## src/dfe_pkg.sv

```systemverilog
// ----------------------------------------------------------------------------
// dfe_pkg
// Shared types and constants of the display frame encoder.
// ----------------------------------------------------------------------------
package dfe_pkg;

	localparam int unsigned BYTE_W = 8;
	localparam int unsigned CFG_IDX_W = 3;

	localparam logic [BYTE_W-1:0] MARK_WIDTH  = 8'hd0;
	localparam logic [BYTE_W-1:0] MARK_HEIGHT = 8'hd1;
	localparam logic [BYTE_W-1:0] ESC_BYTE    = 8'hfe;
	localparam logic [BYTE_W-1:0] ESC_FE      = 8'h00;
	localparam logic [BYTE_W-1:0] ESC_FF      = 8'h01;
	localparam logic [BYTE_W-1:0] RAW_FF      = 8'hff;
	localparam logic [BYTE_W-1:0] CLOSE_BYTE  = 8'h00;

	localparam logic [CFG_IDX_W-1:0] REG_START   = 3'd0;
	localparam logic [CFG_IDX_W-1:0] REG_ADDRESS = 3'd1;
	localparam logic [CFG_IDX_W-1:0] REG_MODE    = 3'd2;
	localparam logic [CFG_IDX_W-1:0] REG_WIDTH   = 3'd3;
	localparam logic [CFG_IDX_W-1:0] REG_HEIGHT  = 3'd4;
	localparam logic [CFG_IDX_W-1:0] REG_STOP    = 3'd5;

	typedef struct packed {
		logic [BYTE_W-1:0] start_byte;
		logic [BYTE_W-1:0] display_address;
		logic [BYTE_W-1:0] mode_byte;
		logic [BYTE_W-1:0] display_width;
		logic [BYTE_W-1:0] display_height;
		logic [BYTE_W-1:0] stop_byte;
	} cfg_t;

	typedef struct packed {
		logic [BYTE_W-1:0] out_byte;
		logic              run_last;
		logic              frame_end;
	} out_item_t;

	typedef enum logic [3:0] {
		ST_START,
		ST_ADDR,
		ST_MODE,
		ST_WMARK,
		ST_WIDTH,
		ST_HMARK,
		ST_HEIGHT,
		ST_PAYLOAD,
		ST_CSUM,
		ST_CSUM_ESC,
		ST_STOP,
		ST_CLOSE
	} step_t;

endpackage

```

## src/dfe_cfg.sv

```systemverilog
// ----------------------------------------------------------------------------
// dfe_cfg
// Configuration register file, written through a plain write port.
// ----------------------------------------------------------------------------
module dfe_cfg
	import dfe_pkg::*;
(
	input  logic                 clk,
	input  logic                 arst_n,
	input  logic                 cfg_wr_en,
	input  logic [CFG_IDX_W-1:0] cfg_index,
	input  logic [BYTE_W-1:0]    cfg_wdata,
	output cfg_t                 cfg
);

	cfg_t cfg_q;

	always_ff @(posedge clk or negedge arst_n) begin
		if (!arst_n) begin
			cfg_q.start_byte      <= 8'hff;
			cfg_q.display_address <= 8'h00;
			cfg_q.mode_byte       <= 8'ha2;
			cfg_q.display_width   <= 8'd28;
			cfg_q.display_height  <= 8'd16;
			cfg_q.stop_byte       <= 8'hff;
		end else if (cfg_wr_en) begin
			case (cfg_index)
				REG_START:   cfg_q.start_byte      <= cfg_wdata;
				REG_ADDRESS: cfg_q.display_address <= cfg_wdata;
				REG_MODE:    cfg_q.mode_byte       <= cfg_wdata;
				REG_WIDTH:   cfg_q.display_width   <= cfg_wdata;
				REG_HEIGHT:  cfg_q.display_height  <= cfg_wdata;
				REG_STOP:    cfg_q.stop_byte       <= cfg_wdata;
				default: begin
				end
			endcase
		end
	end

	assign cfg = cfg_q;

endmodule

```

## src/dfe_seq.sv

```systemverilog
// ----------------------------------------------------------------------------
// dfe_seq
// Holds one input item and steps through its header, payload and trailer
// bytes as needed, one per cycle while taken, keeping the frame checksum.
// ----------------------------------------------------------------------------
module dfe_seq
	import dfe_pkg::*;
(
	input  logic              clk,
	input  logic              arst_n,
	input  cfg_t              cfg,
	input  logic              in_valid,
	output logic              in_ready,
	input  logic [BYTE_W-1:0] in_payload,
	input  logic              in_last,
	output logic              item_valid,
	input  logic              item_ready,
	output out_item_t         item
);

	logic              hold_valid_q;
	logic [BYTE_W-1:0] payload_q;
	logic              last_q;
	step_t             step_q;
	step_t             step_nx;
	logic              in_frame_q;
	logic              in_frame_d;
	logic [BYTE_W-1:0] sum_q;
	logic [BYTE_W-1:0] cur_byte;
	logic              summed;
	logic              final_step;
	logic              emit;
	logic              accept;
	logic              sum_esc;

	assign sum_esc = (sum_q == ESC_BYTE) || (sum_q == RAW_FF);

	always_comb begin
		cur_byte   = payload_q;
		summed     = 1'b0;
		final_step = 1'b0;
		step_nx    = step_q;
		case (step_q)
			ST_START: begin
				cur_byte = cfg.start_byte;
				step_nx  = ST_ADDR;
			end
			ST_ADDR: begin
				cur_byte = cfg.display_address;
				summed   = 1'b1;
				step_nx  = ST_MODE;
			end
			ST_MODE: begin
				cur_byte = cfg.mode_byte;
				summed   = 1'b1;
				step_nx  = ST_WMARK;
			end
			ST_WMARK: begin
				cur_byte = MARK_WIDTH;
				summed   = 1'b1;
				step_nx  = ST_WIDTH;
			end
			ST_WIDTH: begin
				cur_byte = cfg.display_width;
				summed   = 1'b1;
				step_nx  = ST_HMARK;
			end
			ST_HMARK: begin
				cur_byte = MARK_HEIGHT;
				summed   = 1'b1;
				step_nx  = ST_HEIGHT;
			end
			ST_HEIGHT: begin
				cur_byte = cfg.display_height;
				summed   = 1'b1;
				step_nx  = ST_PAYLOAD;
			end
			ST_PAYLOAD: begin
				cur_byte   = payload_q;
				summed     = 1'b1;
				final_step = !last_q;
				step_nx    = ST_CSUM;
			end
			ST_CSUM: begin
				cur_byte = sum_esc ? ESC_BYTE : sum_q;
				step_nx  = sum_esc ? ST_CSUM_ESC : ST_STOP;
			end
			ST_CSUM_ESC: begin
				cur_byte = (sum_q == RAW_FF) ? ESC_FF : ESC_FE;
				step_nx  = ST_STOP;
			end
			ST_STOP: begin
				cur_byte = cfg.stop_byte;
				step_nx  = ST_CLOSE;
			end
			ST_CLOSE: begin
				cur_byte   = CLOSE_BYTE;
				final_step = 1'b1;
				step_nx    = ST_CLOSE;
			end
			default: begin
				cur_byte = payload_q;
			end
		endcase
	end

	assign emit     = hold_valid_q && item_ready;
	assign in_ready = !hold_valid_q || (emit && final_step);
	assign accept   = in_valid && in_ready;

	always_comb begin
		in_frame_d = in_frame_q;
		if (emit && (step_q == ST_START)) begin
			in_frame_d = 1'b1;
		end else if (emit && (step_q == ST_CLOSE)) begin
			in_frame_d = 1'b0;
		end
	end

	always_ff @(posedge clk or negedge arst_n) begin
		if (!arst_n) begin
			hold_valid_q <= 1'b0;
			step_q       <= ST_START;
			in_frame_q   <= 1'b0;
			sum_q        <= '0;
		end else begin
			in_frame_q <= in_frame_d;
			if (accept) begin
				hold_valid_q <= 1'b1;
				step_q       <= in_frame_d ? ST_PAYLOAD : ST_START;
			end else if (emit && final_step) begin
				hold_valid_q <= 1'b0;
			end else if (emit) begin
				step_q <= step_nx;
			end
			if (emit && (step_q == ST_START)) begin
				sum_q <= '0;
			end else if (emit && summed) begin
				sum_q <= sum_q + cur_byte;
			end
		end
	end

	always_ff @(posedge clk) begin
		if (accept) begin
			payload_q <= in_payload;
			last_q    <= in_last;
		end
	end

	assign item_valid     = hold_valid_q;
	assign item.out_byte  = cur_byte;
	assign item.run_last  = final_step;
	assign item.frame_end = (step_q == ST_CLOSE);

	a_close_in_frame: assert property (@(posedge clk) disable iff (!arst_n)
		(emit && (step_q == ST_CLOSE)) |-> in_frame_q)
		else $error("frame closed while no frame open");

	a_start_not_in_frame: assert property (@(posedge clk) disable iff (!arst_n)
		(hold_valid_q && (step_q == ST_START)) |-> !in_frame_q)
		else $error("header started inside an open frame");

	a_esc_only_when_needed: assert property (@(posedge clk) disable iff (!arst_n)
		(hold_valid_q && (step_q == ST_CSUM_ESC)) |-> sum_esc)
		else $error("checksum escape without an escaped value");

	a_accept_holds: assert property (@(posedge clk) disable iff (!arst_n)
		accept |=> hold_valid_q)
		else $error("accepted item not held");

endmodule

```

## src/dfe_out.sv

```systemverilog
// ----------------------------------------------------------------------------
// dfe_out
// Output register between the byte sequencer and the output stream.
// ----------------------------------------------------------------------------
module dfe_out
	import dfe_pkg::*;
(
	input  logic      clk,
	input  logic      arst_n,
	input  logic      in_valid,
	output logic      in_ready,
	input  out_item_t in_item,
	output logic      out_valid,
	input  logic      out_ready,
	output out_item_t out_item
);

	logic      valid_q;
	out_item_t item_q;

	assign in_ready = !valid_q || out_ready;

	always_ff @(posedge clk or negedge arst_n) begin
		if (!arst_n) begin
			valid_q <= 1'b0;
		end else if (in_ready) begin
			valid_q <= in_valid;
		end
	end

	always_ff @(posedge clk) begin
		if (in_ready && in_valid) begin
			item_q <= in_item;
		end
	end

	assign out_valid = valid_q;
	assign out_item  = item_q;

endmodule

```

## src/display_frame_encoder.sv

```systemverilog
// ----------------------------------------------------------------------------
// display_frame_encoder
// Wraps a payload byte stream into display bus frames with header, escaped
// checksum and trailer.
// ----------------------------------------------------------------------------
// Every input item emits bytes from a single sequencer, one output byte per
// cycle unless the output register stalls: the first item of a frame adds
// the 7 header bytes, and an item marked last adds the checksum (1 or 2
// bytes), the stop byte and the closing 0x00. The next item is taken in the
// same cycle as the previous item's last byte leaves the sequencer; an
// output register decouples the stream sink. Configuration should be
// written while no frame item is in flight.
module display_frame_encoder
	import dfe_pkg::*;
(
	input  logic                 clk,
	input  logic                 arst_n,
	input  logic                 cfg_wr_en,
	input  logic [CFG_IDX_W-1:0] cfg_index,
	input  logic [BYTE_W-1:0]    cfg_wdata,
	input  logic                 s_tvalid,
	output logic                 s_tready,
	input  logic [BYTE_W-1:0]    s_tdata,   // [7:0] payload_byte
	input  logic                 s_tlast,   // frame_last
	output logic                 m_tvalid,
	input  logic                 m_tready,
	output logic [BYTE_W-1:0]    m_tdata,   // [7:0] out_byte
	output logic                 m_tlast,   // run_last
	output logic                 m_tuser    // [0] frame_end
);

	cfg_t      cfg;
	logic      seq_valid;
	logic      seq_ready;
	out_item_t seq_item;
	out_item_t out_item;

	dfe_cfg u_cfg (
		.clk       (clk),
		.arst_n    (arst_n),
		.cfg_wr_en (cfg_wr_en),
		.cfg_index (cfg_index),
		.cfg_wdata (cfg_wdata),
		.cfg       (cfg)
	);

	dfe_seq u_seq (
		.clk        (clk),
		.arst_n     (arst_n),
		.cfg        (cfg),
		.in_valid   (s_tvalid),
		.in_ready   (s_tready),
		.in_payload (s_tdata),
		.in_last    (s_tlast),
		.item_valid (seq_valid),
		.item_ready (seq_ready),
		.item       (seq_item)
	);

	dfe_out u_out (
		.clk       (clk),
		.arst_n    (arst_n),
		.in_valid  (seq_valid),
		.in_ready  (seq_ready),
		.in_item   (seq_item),
		.out_valid (m_tvalid),
		.out_ready (m_tready),
		.out_item  (out_item)
	);

	assign m_tdata = out_item.out_byte;
	assign m_tlast = out_item.run_last;
	assign m_tuser = out_item.frame_end;

endmodule

```

## config.mk

```make
export PLATFORM = sky130hd
export DESIGN_NAME = display_frame_encoder
export DESIGN_NICKNAME = d
export VERILOG_FILES = /design/src/dfe_pkg.sv /design/src/dfe_cfg.sv /design/src/dfe_seq.sv /design/src/dfe_out.sv /design/src/display_frame_encoder.sv
export SDC_FILE = /design/constraint.sdc
export NUM_CORES = 1
export LEC_CHECK = 0
export BUFFER_PORTS_ARGS = -buffer_cell sky130_fd_sc_hd__buf_2
export CORE_MARGIN = 2
export CORE_UTILIZATION = 45
export CTS_CLUSTER_SIZE = 30
export DETAILED_ROUTE_END_ITERATION = 7
export HOLD_SLACK_MARGIN = 0.03
export PLACE_DENSITY_LB_ADDON = 0.1
export REMOVE_ABC_BUFFERS = 1
export SETUP_SLACK_MARGIN = 0.4
export SLEW_MARGIN = 25
export SYNTH_ARGS = -nofsm -noshare
export SYNTH_HDL_FRONTEND = slang
export SYNTH_HIERARCHICAL = 1
export SYNTH_SLANG_ARGS = --single-unit
```

## constraint.sdc

```tcl
create_clock -name clk -period 2.9 [get_ports clk]
set_input_delay 0 -clock clk [delete_from_list [all_inputs] [get_ports clk]]
set_output_delay 0 -clock clk [all_outputs]
set_load 0.03 [all_outputs]
```

### Word-level counts from Yosys, hierarchy flattened

Cells that the tools add are included.

| cells by class | value |
|---|---|
| add/subtract/negate cells | 1 |
| equality and inequality tests | 19 |
| mux-type cells | 17 |
| reductions and logical operators | 27 |

Operator list:

| operator | count |
|---|---|
| $pmux W8 S11 | 1 |
| $pmux W4 S11 | 1 |
| $mux W8 | 3 |
| $eq A4 B3 Y1 const B | 4 |
| $eq A4 B4 Y1 const B | 4 |
| $eq A8 B8 Y1 const B | 2 |
| $mux W4 | 3 |
| $reduce_and A2 Y1 | 6 |
| $reduce_bool A12 Y1 | 1 |
| $add A8 B8 Y8 | 1 |
| $eq A4 B2 Y1 const B | 2 |
| $reduce_or A7 Y1 | 1 |
| $eq A3 B2 Y1 const B | 2 |
| $eq A3 B3 Y1 const B | 2 |
| $logic_and A1 B1 Y1 | 6 |
| $mux W1 | 6 |
| $reduce_bool A2 Y1 | 3 |
| $eq A4 B1 Y1 const B | 1 |
| $logic_not A4 Y1 | 1 |
| $eq A3 B1 Y1 const B | 1 |
| $logic_not A1 Y1 | 3 |
| $logic_not A3 Y1 | 1 |
| $logic_or A1 B1 Y1 | 3 |
| $mux W3 | 1 |
| other kinds (5) | 5 |

| storage, ports and cells | value |
|---|---|
| register bits | 82 |
| bits of input ports | 25 |
| output and inout bits | 12 |
| word-level logic and storage cells | 80 |

### Depth between registers and ports, before layout

Gate-level depths: netlist (run 1).

| logic depth | value |
|---|---|
| depth in word-level cells | 8 |
| mapped depth | 16 |
| gate-level depth less buffers | 14 |

### Hierarchy

The synthesis (run 1) kept the hierarchy.

Modules (own cells, without submodules):

| module | instances | cells each | area an instance (um2) | seq. area each (um2) |
|---|---|---|---|---|
| dfe_seq | 1 | 229 | 1941.9 | 620.6 |
| dfe_cfg | 1 | 106 | 1861.8 | 1229.9 |
| dfe_out | 1 | 14 | 354.1 | 325.3 |

### Least setup slack after synthesis (run 1)

No wires, ideal clock.

| timing | value |
|---|---|
| path kind | register to register |
| start point | reg u_seq.step_q[1] |
| end point | reg u_seq.sum_q[7] |
| arrival time | 2.862 ns |
| slack | -0.088 ns |
| stages on the path, launching flop included | 14 |
| path buffers | 3 |
| cell sequence | dfrtp_1 buf_2 clkbuf_1 clkbuf_1 nor2_1 a21oi_1 nor2_1 o22a_1 ha_1 or4_1 o22ai_1 o21ai_1 nor4b_1 a311o_1 |

RTL lines:

| element | RTL line | RTL |
|---|---|---|
| start, declared | dfe_seq.sv:24 | `step_t step_q;` |
| start signal, assigned | dfe_seq.sv:130 | `step_q <= in_frame_d ? ST_PAYLOAD : ST_START;` |
| start signal, assigned | dfe_seq.sv:134 | `step_q <= step_nx;` |
| end signal, assigned | dfe_seq.sv:139 | `sum_q <= sum_q + cur_byte;` |
| end, declared | dfe_seq.sv:28 | `logic [BYTE_W-1:0] sum_q;` |

==> results.txt, run 1 <==
Post-DP HPWL = 7.42 mm
most numerous cell in the Yosys netlist = mux2_2
final max-slew violation count = 0
vias in the first global route = 3194
Final Total Pwr = 6820 uW
CTS max path bufs = 2
Synth Flop Type = dfrtp_1
total net switching power = 2610 uW
P per Cell Area = 1210 nW/um^2
Least-Margin Pin Slew = 0.726 ns
worst min path class = in2reg
initial drt markers = 124
GPL Wtd Cong = 0.848
Antenna Diode Count = 0
Clock power frac = 12.9%
largest cells by area after synthesis = dfrtp_1 24%, dfstp_2 15%, mux2_2 14%
CP endpoint kind = register
Clock transition at path regs = 0.09 ns
register area share after synthesis = 52.3%
cells after synthesis = 349
Synth top cells by count = 53 x mux2_2, 40 x dfrtp_1, 23 x dfstp_2
DIE AREA = 10000 um^2
Comb pwr share = 60.4%
internal power = 4210 uW
Post-synth EDFFs = 19
Max stage delay on crit path = 0.49 ns
num ports = 37
iteration count of the initial detailed-routing pass = 4
port buffer count = 36
H-tree lvl count = 3
Mapped Area = 4160 um^2
static leakage = 0.00233 uW
share of layout cells above drive strength 1 = 51.8%
Sw Share = 38.3%
Final setup violation count = 1
worst path cell trace = and2b_2 -> a22oi_2 -> nor2_1 -> a21oi_1 -> o22a_1 -> a31oi_4 -> ha_4 -> or4_4 -> o22ai_4 -> o21ai_2 -> nor4b_1 -> a311o_1
Slew headroom = 51.4%
Setup CP Type = reg2reg
RSZ-0062 raised after global routing = true
Flop pwr share = 26.8%
setup slack, reg-to-reg = -0.03 ns
clock skew = 0.00875 ns
Required @ worst endpoint = 3.14 ns
Slowest cell on crit path = dfrtp_2
synth unique cells = 62
Yosys top cell area share = 24.1%
FMAX = 341 MHz
die width = 100 um
TritonCTS Sinks = 82
max_cap viols = 0
antenna viol nets, final = 0
Worst-Skew Late Latency = 0.36 ns
Post-DP Area = 4790 um^2
CTS tree = yes
final instance area = 5640 um^2
wire per inst = 18.5 um
Post-synth ARST share = 76.8%
Final Hold Fails = 0
Starting Density = 45.6%
VDD IR-drop max = 0.462 mV
global route overflow = 0
Crit path arrival time = 3.17 ns
Core Footprint = 9110 um^2
flops & latches, synth = 82
failing checks = setup timing
chip height = 100 um
root buf cell = clkbuf_8
final hold slack = 0.154 ns
# DRC = 0
setup TNS = -0.0284 ns
post-layout minimum cycle time = 2.93 ns
largest net degree at the start of global routing = 24
final worst-path cycle share = 101%
row count = 35
outcome = finished, violations left
CTS Buf Count = 9
area leader, netlist = dfrtp_1
first-pass GRT wire length = 17.1 mm
synthesized area per cell = 11.9 um^2
Via density = 5.59
Routed WL = 10.8 mm
total number of vias = 3262
worst setup margin = -0.0284 ns
antenna violations before repair = 0
Syn-to-layout area delta = 35.7%
crit start category = register
final net count = 501
Critical Path Fanout Max = 6
yosys warns = 6
GRT Util Overall = 22.5%
[power by group through the flow]
stage | registers (uW) | clock network (uW) | logic [uW]
final | 1830 | 876 | 4110
after detailed placement | 1830 | 0 | 3010
after global routing | 1870 | 948 | 4420
after floorplan | 2030 | 0 | 1500
after global placement | 1820 | 0 | 2980
after CTS | 1810 | 899 | 3700
[placed cells by master (no fill, tap or decap), drive strengths merged, types with 6 or more instances in the layout]
cell         synthesis  layout
nor2                20      20
a22oi                6       6
clkbuf               8      10
o21ai               21      21
dfstp               23      23
a21oi               16      16
inv                  6       8
edfxtp              19      19
nand2b               6       6
nor2b                6       6
nand2               19      19
dfrtp               40      40
mux2                53      53
ha                   7       7
dlygate4sd3          0      20
buf                 13     109
[sequential cells by signal, indices dropped and copies added (netlist names)]
register / flops
u_seq/item_valid: 1
u_out/out_item: 10
u_out/out_valid: 1
u_seq/step_q: 4
u_seq/in_frame_q: 1
u_seq/last_q: 1
u_seq/sum_q: 8
u_seq/payload_q: 8
u_cfg/cfg: 48
[metal layers]
| layer | vias up | routed length (um) | GRT usage, % |
|---|---|---|---|
| li1 | 1538 | - | - |
| met1 | 1616 | 5030 | 31.2 |
| met2 | 89 | 5140 | 35.3 |
| met3 | 19 | 397 | 4.46 |
| met4 | 0 | 225 | 8.32 |
| met5 | - | 0 | 0 |
[repair_timing]
item,in CTS,in global routing
setup buffers,16,7
hold buffers,20,0
resized for setup,45,21
setup endpoints to repair,7,8
pin swaps,8,14
endpoints found under the hold margin,80,0
[metrics by stage]
step	cells	util, %	setup WS, ns
final	584	61.9	-0.0284
after global routing	584	61.9	-0.141
after CTS	577	60.4	-0.0227
after detailed placement	525	52.6	-0.181
after global placement	525	52.6	-0.219
after floorplan	328	-	-0.536
[final timing paths]
path / from / depth (start not counted) / endpoint
setup / recovery: u_seq/step_q[3] / 12 / u_seq/sum_q[7]
hold reg to reg: u_cfg/cfg[10] / 1 / u_cfg/cfg[10]
hold / removal: cfg_index[1] / 3 / u_cfg/cfg[47]
max in group asynchronous: arst_n / 3 / u_cfg/cfg[46]
min in group asynchronous: arst_n / 2 / u_cfg/cfg[15]
setup reg to reg: u_seq/step_q[3] / 12 / u_seq/sum_q[7]
[kinds of logic (layout without fill, tap and decap cells)]
kind of cell / after synthesis / count (layout) / synth area share (%)
compound gates: 80 / 80 / 12.6
flops: 82 / 82 / 52.3
fa+ha+maj: 8 / 8 / 2.59
simple gates: 91 / 91 / 13.2
buf+inv: 27 / 151 / 3.10
xor+xnor: 5 / 5 / 1.05
mux: 56 / 56 / 15.1
[critical path, delay by kind of cell, from the launching register on]
kind	cells	cell delay, ns
AOI/OAI and AO/OA	7	1.16
adders and majority gates	1	0.18
DFF	1	0.49
and+or+nand+nor	4	0.97
[area by class of cell]
type                            count  area, um^2
Clock buffer                       10         138
Fill cell                         737        3470
Inverter                            6        26.3
Sequential cell                    82        2180
Tap cell                          111         139
Multi-Input combinational cell    240        2060
Timing Repair Buffer              129        1020
Clock inverter                      6        72.6
No activity file was read; power rests on OpenSTA's default activity.
==> inputs of run 2 (changes only) <==
- CORE_UTILIZATION: 45 -> 54
- PLACE_DENSITY: not set -> 0.76
- PLACE_DENSITY_LB_ADDON: 0.1 -> not set
==> run 2 against run 1 <==
The flow still finishes with violations (setup timing). Core utilization is 13 points higher. First-iteration DRC count increased to 3.2 times the previous value. Worst hold slack got worse by 0.026 ns. Flip-flop and latch count unchanged. Cell count shrank 2.9%. Critical path type unchanged. Largest power group unchanged.
==> results.txt, run 2 (same netlist as run 1, synthesis figures left out) <==
outcome = finished, violations left
failing checks = setup timing
P per Cell Area = 1230 nW/um^2
static leakage = 0.00232 uW
TritonCTS Sinks = 82
final instance area = 5550 um^2
Syn-to-layout area delta = 33.5%
commonest non-fill, non-tap cells in the layout = 60 x buf_4, 51 x mux2_2, 36 x buf_2, 36 x dfrtp_1, 23 x dfstp_2
Required @ worst endpoint = 3.16 ns
pre-CTS setup slack = -0.193 ns
Crit path arrival time = 3.34 ns
Post-DP HPWL = 6.96 mm
RSZ-0062 raised after global routing = true
Sw Share = 39.6%
Final setup violation count = 2
port buffer count = 36
chip height = 91.7 um
crit start category = register
Critical Path Fanout Max = 6
share of layout cells above drive strength 1 = 50.9%
Routed WL = 11.1 mm
clock skew = 0.00733 ns
Setup CP Type = reg2reg
Worst-Skew Late Latency = 0.37 ns
row count = 31
GPL Wtd Cong = 0.894
worst setup margin = -0.176 ns
largest net degree at the start of global routing = 36
CTS Buf Count = 9
fill count = 479
Slew headroom = 46.7%
Post-Layout Cell Count = 567
total net switching power = 2700 uW
final max-slew violation count = 0
GRT Util Overall = 26.3%
Starting Density = 56.4%
antenna viol nets, final = 0
Post-DP Area = 4700 um^2
Clock transition at path regs = 0.09 ns
Flop pwr share = 27.4%
wire per inst = 19.6 um
max FFs per register = 48
Antenna Diode Count = 0
final worst-path cycle share = 106%
Core Footprint = 7370 um^2
Final Hold Fails = 0
# DRC = 0
max_cap viols = 0
CTS tree = yes
CP endpoint kind = register
iteration count of the initial detailed-routing pass = 8
final net count = 496
num ports = 37
Clock power frac = 13.7%
total number of vias = 3336
Via density = 5.88
DIE AREA = 8420 um^2
global route overflow = 0
first-pass GRT wire length = 16.8 mm
vias in the first global route = 3269
commonest non-fill, non-tap cell in the layout = buf_4
antenna violations before repair = 0
FMAX = 325 MHz
Comb pwr share = 59.0%
internal power = 4110 uW
placed instance count = 507
worst min path class = in2reg
CTS max path bufs = 2
H-tree lvl count = 3
die width = 91.7 um
initial drt markers = 396
Least-Margin Pin Slew = 0.799 ns
root buf cell = clkbuf_8
VDD IR-drop max = 0.541 mV
post-layout minimum cycle time = 3.08 ns
==> run 2: per-layer routing <==
| layer | GRT usage [%] | share of wire [%] | vias to the layer above |
|---|---|---|---|
| met5 | 0 | 0 | - |
| met4 | 9.95 | 3.5 | 0 |
| met3 | 6.41 | 5.5 | 38 |
| met2 | 43.9 | 50 | 137 |
| met1 | 33.1 | 41 | 1640 |
| li1 | - | - | 1521 |
==> run 2: layout make-up <==
| cell class | instances | area (um^2) | area share (%) |
|---|---|---|---|
| Clock inverter | 5 | 66.3 | 1.19 |
| Inverter | 6 | 22.5 | 0.406 |
| Timing Repair Buffer | 124 | 942 | 17.0 |
| Multi-Input combinational cell | 240 | 2050 | 37.0 |
| Sequential cell | 82 | 2180 | 39.3 |
| Clock buffer | 11 | 163 | 2.93 |
| Tap cell | 99 | 124 | 2.23 |
==> run 2: timing repair <==
item                                    4_1_cts  5_1_grt
hold buffers                                 20        0
endpoints found under the setup margin        7        9
pin swaps                                     7       14
buffers inserted                             12       12
hold endpoints to repair                     83        0
gates resized for setup                      37       24
==> run 2: critical path: stages, from the launching register on <==
cell and delay (ns):
dfrtp_2 0.44, and2b_2 0.26, buf_4 0.14, a22oi_2 0.14, nor2_1 0.07, a21oi_1 0.13, o22a_1 0.19, a31oi_4 0.12
ha_2 0.19, or4_4 0.54, o22ai_4 0.17, nor3_2 0.07, nand2b_1 0.16, a311o_1 0.34
==> run 2: path summary, 6_finish.rpt <==
check,end,startpoint,cells past startpoint,slack [ns]
max in group asynchronous,u_cfg/cfg[41],arst_n,3,1.75
max reg2reg,u_seq/sum_q[7],u_seq/step_q[2],13,-0.18
min,u_cfg/cfg[43],cfg_index[2],3,0.13
min in group asynchronous,u_cfg/cfg[10],arst_n,2,0.24
max,u_seq/sum_q[7],u_seq/step_q[2],13,-0.18
min reg2reg,u_cfg/cfg[32],u_cfg/cfg[32],1,0.52
==> run 2: stage by stage <==
stage / hold WS, ns / total power, uW / TNS [ns] / util, %
floorplan: -0.296 / 3530 / -1.44 / -
global placement: 0.125 / 4640 / -0.164 / 63.8
detailed placement: 0.144 / 4720 / -0.533 / 63.8
CTS: 0.125 / 6140 / 0 / 73.0
global route: 0.131 / 7160 / -0.562 / 75.3
finish: 0.128 / 6820 / -0.267 / 75.3
==> run 2: power groups by stage <==
stage	clock, uW	sequential (uW)	combinational [uW]
2_1_floorplan	0	2030	1500
3_3_place_gp	0	1830	2810
3_5_place_dp	0	1840	2880
4_1_cts	943	1840	3360
5_1_grt	1000	1900	4260
6_report	932	1870	4020
==> inputs of run 3 (changes only) <==
- CTS_CLUSTER_DIAMETER: not set -> 200
- SKIP_LAST_GASP: not set -> 1
==> run 3 against run 2 <==
The flow still finishes with violations (setup timing). Setup slack better by 0.00057 ns. Flip-flop and latch count unchanged. Combinational power about the same. Via count up 0.78%. Clock power about the same. Global-route usage unchanged. Register-to-register slack about the same. Worst hold slack better by 0.0017 ns. Wire length down 0.29%. Non-clock buffer count unchanged. Clock skew about the same. Sequential share of layout area about the same. Critical path type unchanged. Largest power group unchanged. Highest routed layer unchanged.
==> results.txt, run 3 (same netlist as run 1, synthesis figures left out) <==
outcome = finished, violations left
failing checks = setup timing
antenna viol nets, final = 0
pre-CTS setup slack = -0.193 ns
Post-DP HPWL = 6.96 mm
die width = 91.7 um
sequential cell area = 2180 um^2
TritonCTS Sinks = 82
iteration count of the initial detailed-routing pass = 7
GPL Wtd Cong = 0.894
Slew headroom = 46.3%
CTS max path bufs = 2
share of layout cells above drive strength 1 = 50.9%
# DRC = 0
Max stage delay on crit path = 0.54 ns
first-pass GRT wire length = 16.8 mm
setup TNS = -0.273 ns
fill count = 478
port buffer count = 36
FMAX = 325 MHz
final max-slew violation count = 0
post-layout minimum cycle time = 3.08 ns
P per Cell Area = 1230 nW/um^2
Slowest cell on crit path = or4_4
Final setup violation count = 3
Core Footprint = 7370 um^2
crit start category = register
CTS tree = yes
RSZ-0062 raised after global routing = true
setup slack, reg-to-reg = -0.18 ns
vias in the first global route = 3269
commonest non-fill, non-tap cell in the layout = buf_4
worst min path class = in2reg
commonest non-fill, non-tap cells in the layout = 60 x buf_4, 52 x mux2_2, 36 x buf_2, 36 x dfrtp_1, 23 x dfstp_2
Setup CP Type = reg2reg
clock skew = 0.00758 ns
multi-input logic area = 2050 um^2
CTS Buf Count = 9
Via density = 5.93
H-tree lvl count = 3
DIE AREA = 8420 um^2
Critical Path Fanout Max = 6
worst setup margin = -0.176 ns
chip height = 91.7 um
static leakage = 0.00231 uW
Final Hold Fails = 0
antenna violations before repair = 0
Antenna Diode Count = 0
max_cap viols = 0
GRT Util Overall = 26.3%
Routed WL = 11.1 mm
Required @ worst endpoint = 3.16 ns
Clock transition at path regs = 0.09 ns
largest net degree at the start of global routing = 36
max FFs per register = 48
Least-Margin Pin Slew = 0.805 ns
Syn-to-layout area delta = 33.4%
row count = 31
final net count = 496
Starting Density = 56.4%
num ports = 37
root buf cell = clkbuf_8
worst path cell trace = and2b_2 -> buf_4 -> a22oi_2 -> nor2_1 -> a21oi_1 -> o22a_1 -> a31oi_4 -> ha_2 -> or4_4 -> o22ai_4 -> nor3_2 -> nand2b_1 -> a311o_1
final worst-path cycle share = 106%
VDD IR-drop max = 0.540 mV
Crit path arrival time = 3.34 ns
global route overflow = 0
CP endpoint kind = register
total number of vias = 3362
Worst-Skew Late Latency = 0.37 ns
initial drt markers = 361
wire per inst = 19.6 um
==> run 3: final cells by class <==
cell class / count / share of cell area (%)
clock buffers: 11 / 2.93
clock inverters: 5 / 1.20
inverters: 6 / 0.406
multi-input cells: 240 / 36.9
flip-flops and latches: 82 / 39.3
well taps: 99 / 2.23
repair buffers: 124 / 17.0
==> run 3: power breakdown <==
| part | switching [uW] | internal (uW) |
|---|---|---|
| Sequential | 258 | 1600 |
| Combinational | 1990 | 2020 |
| Clock | 445 | 485 |
==> run 3: final timing paths <==
kind,start,to,cells after the start
max reg2reg,u_seq/step_q[2],u_seq/sum_q[7],13
min reg2reg,u_cfg/cfg[16],u_cfg/cfg[16],1
max,u_seq/step_q[2],u_seq/sum_q[7],13
min in group asynchronous,arst_n,u_cfg/cfg[10],2
max in group asynchronous,arst_n,u_cfg/cfg[41],3
min,cfg_index[2],u_cfg/cfg[43],3
==> run 3: timing repair <==
| item | in CTS | in global routing |
|---|---|---|
| hold endpoints to repair | 83 | 0 |
| hold buffers | 20 | 0 |
| buffers inserted | 12 | 12 |
| gates resized for setup | 37 | 23 |
| pin swaps | 7 | 14 |
| setup endpoints to repair | 7 | 9 |
==> run 3: metal layers <==
metal	routed length [um]	GRT usage (%)	vias up
met5	0	0	-
met4	362	9.95	0
met3	659	6.41	31
li1	-	-	1522
met1	4570	33.1	1652
met2	5500	43.9	157
==> run 3: critical path, delay by kind of cell, from the launching register on <==
kind | cells | cell delay [ns]
adder cells (fa/ha/maj) | 1 | 0.19
buffers and inverters | 1 | 0.14
AO/OA/AOI/OAI | 6 | 1.10
flip-flops | 1 | 0.45
AND/OR/NAND/NOR | 5 | 1.08
==> run 3: stage by stage <==
| step | power [uW] | util, % | std cells | hold slack [ns] | area (um^2) |
|---|---|---|---|---|---|
| 2_1_floorplan | 3530 | - | 328 | -0.296 | 4050 |
| 3_5_place_dp | 4720 | 63.8 | 507 | 0.144 | 4700 |
| 3_3_place_gp | 4640 | 63.8 | 507 | 0.125 | 4700 |
| 5_1_grt | 7150 | 75.3 | 567 | 0.132 | 5550 |
| 6_report | 6800 | 75.3 | 567 | 0.130 | 5550 |
| 4_1_cts | 6140 | 73.0 | 555 | 0.125 | 5380 |
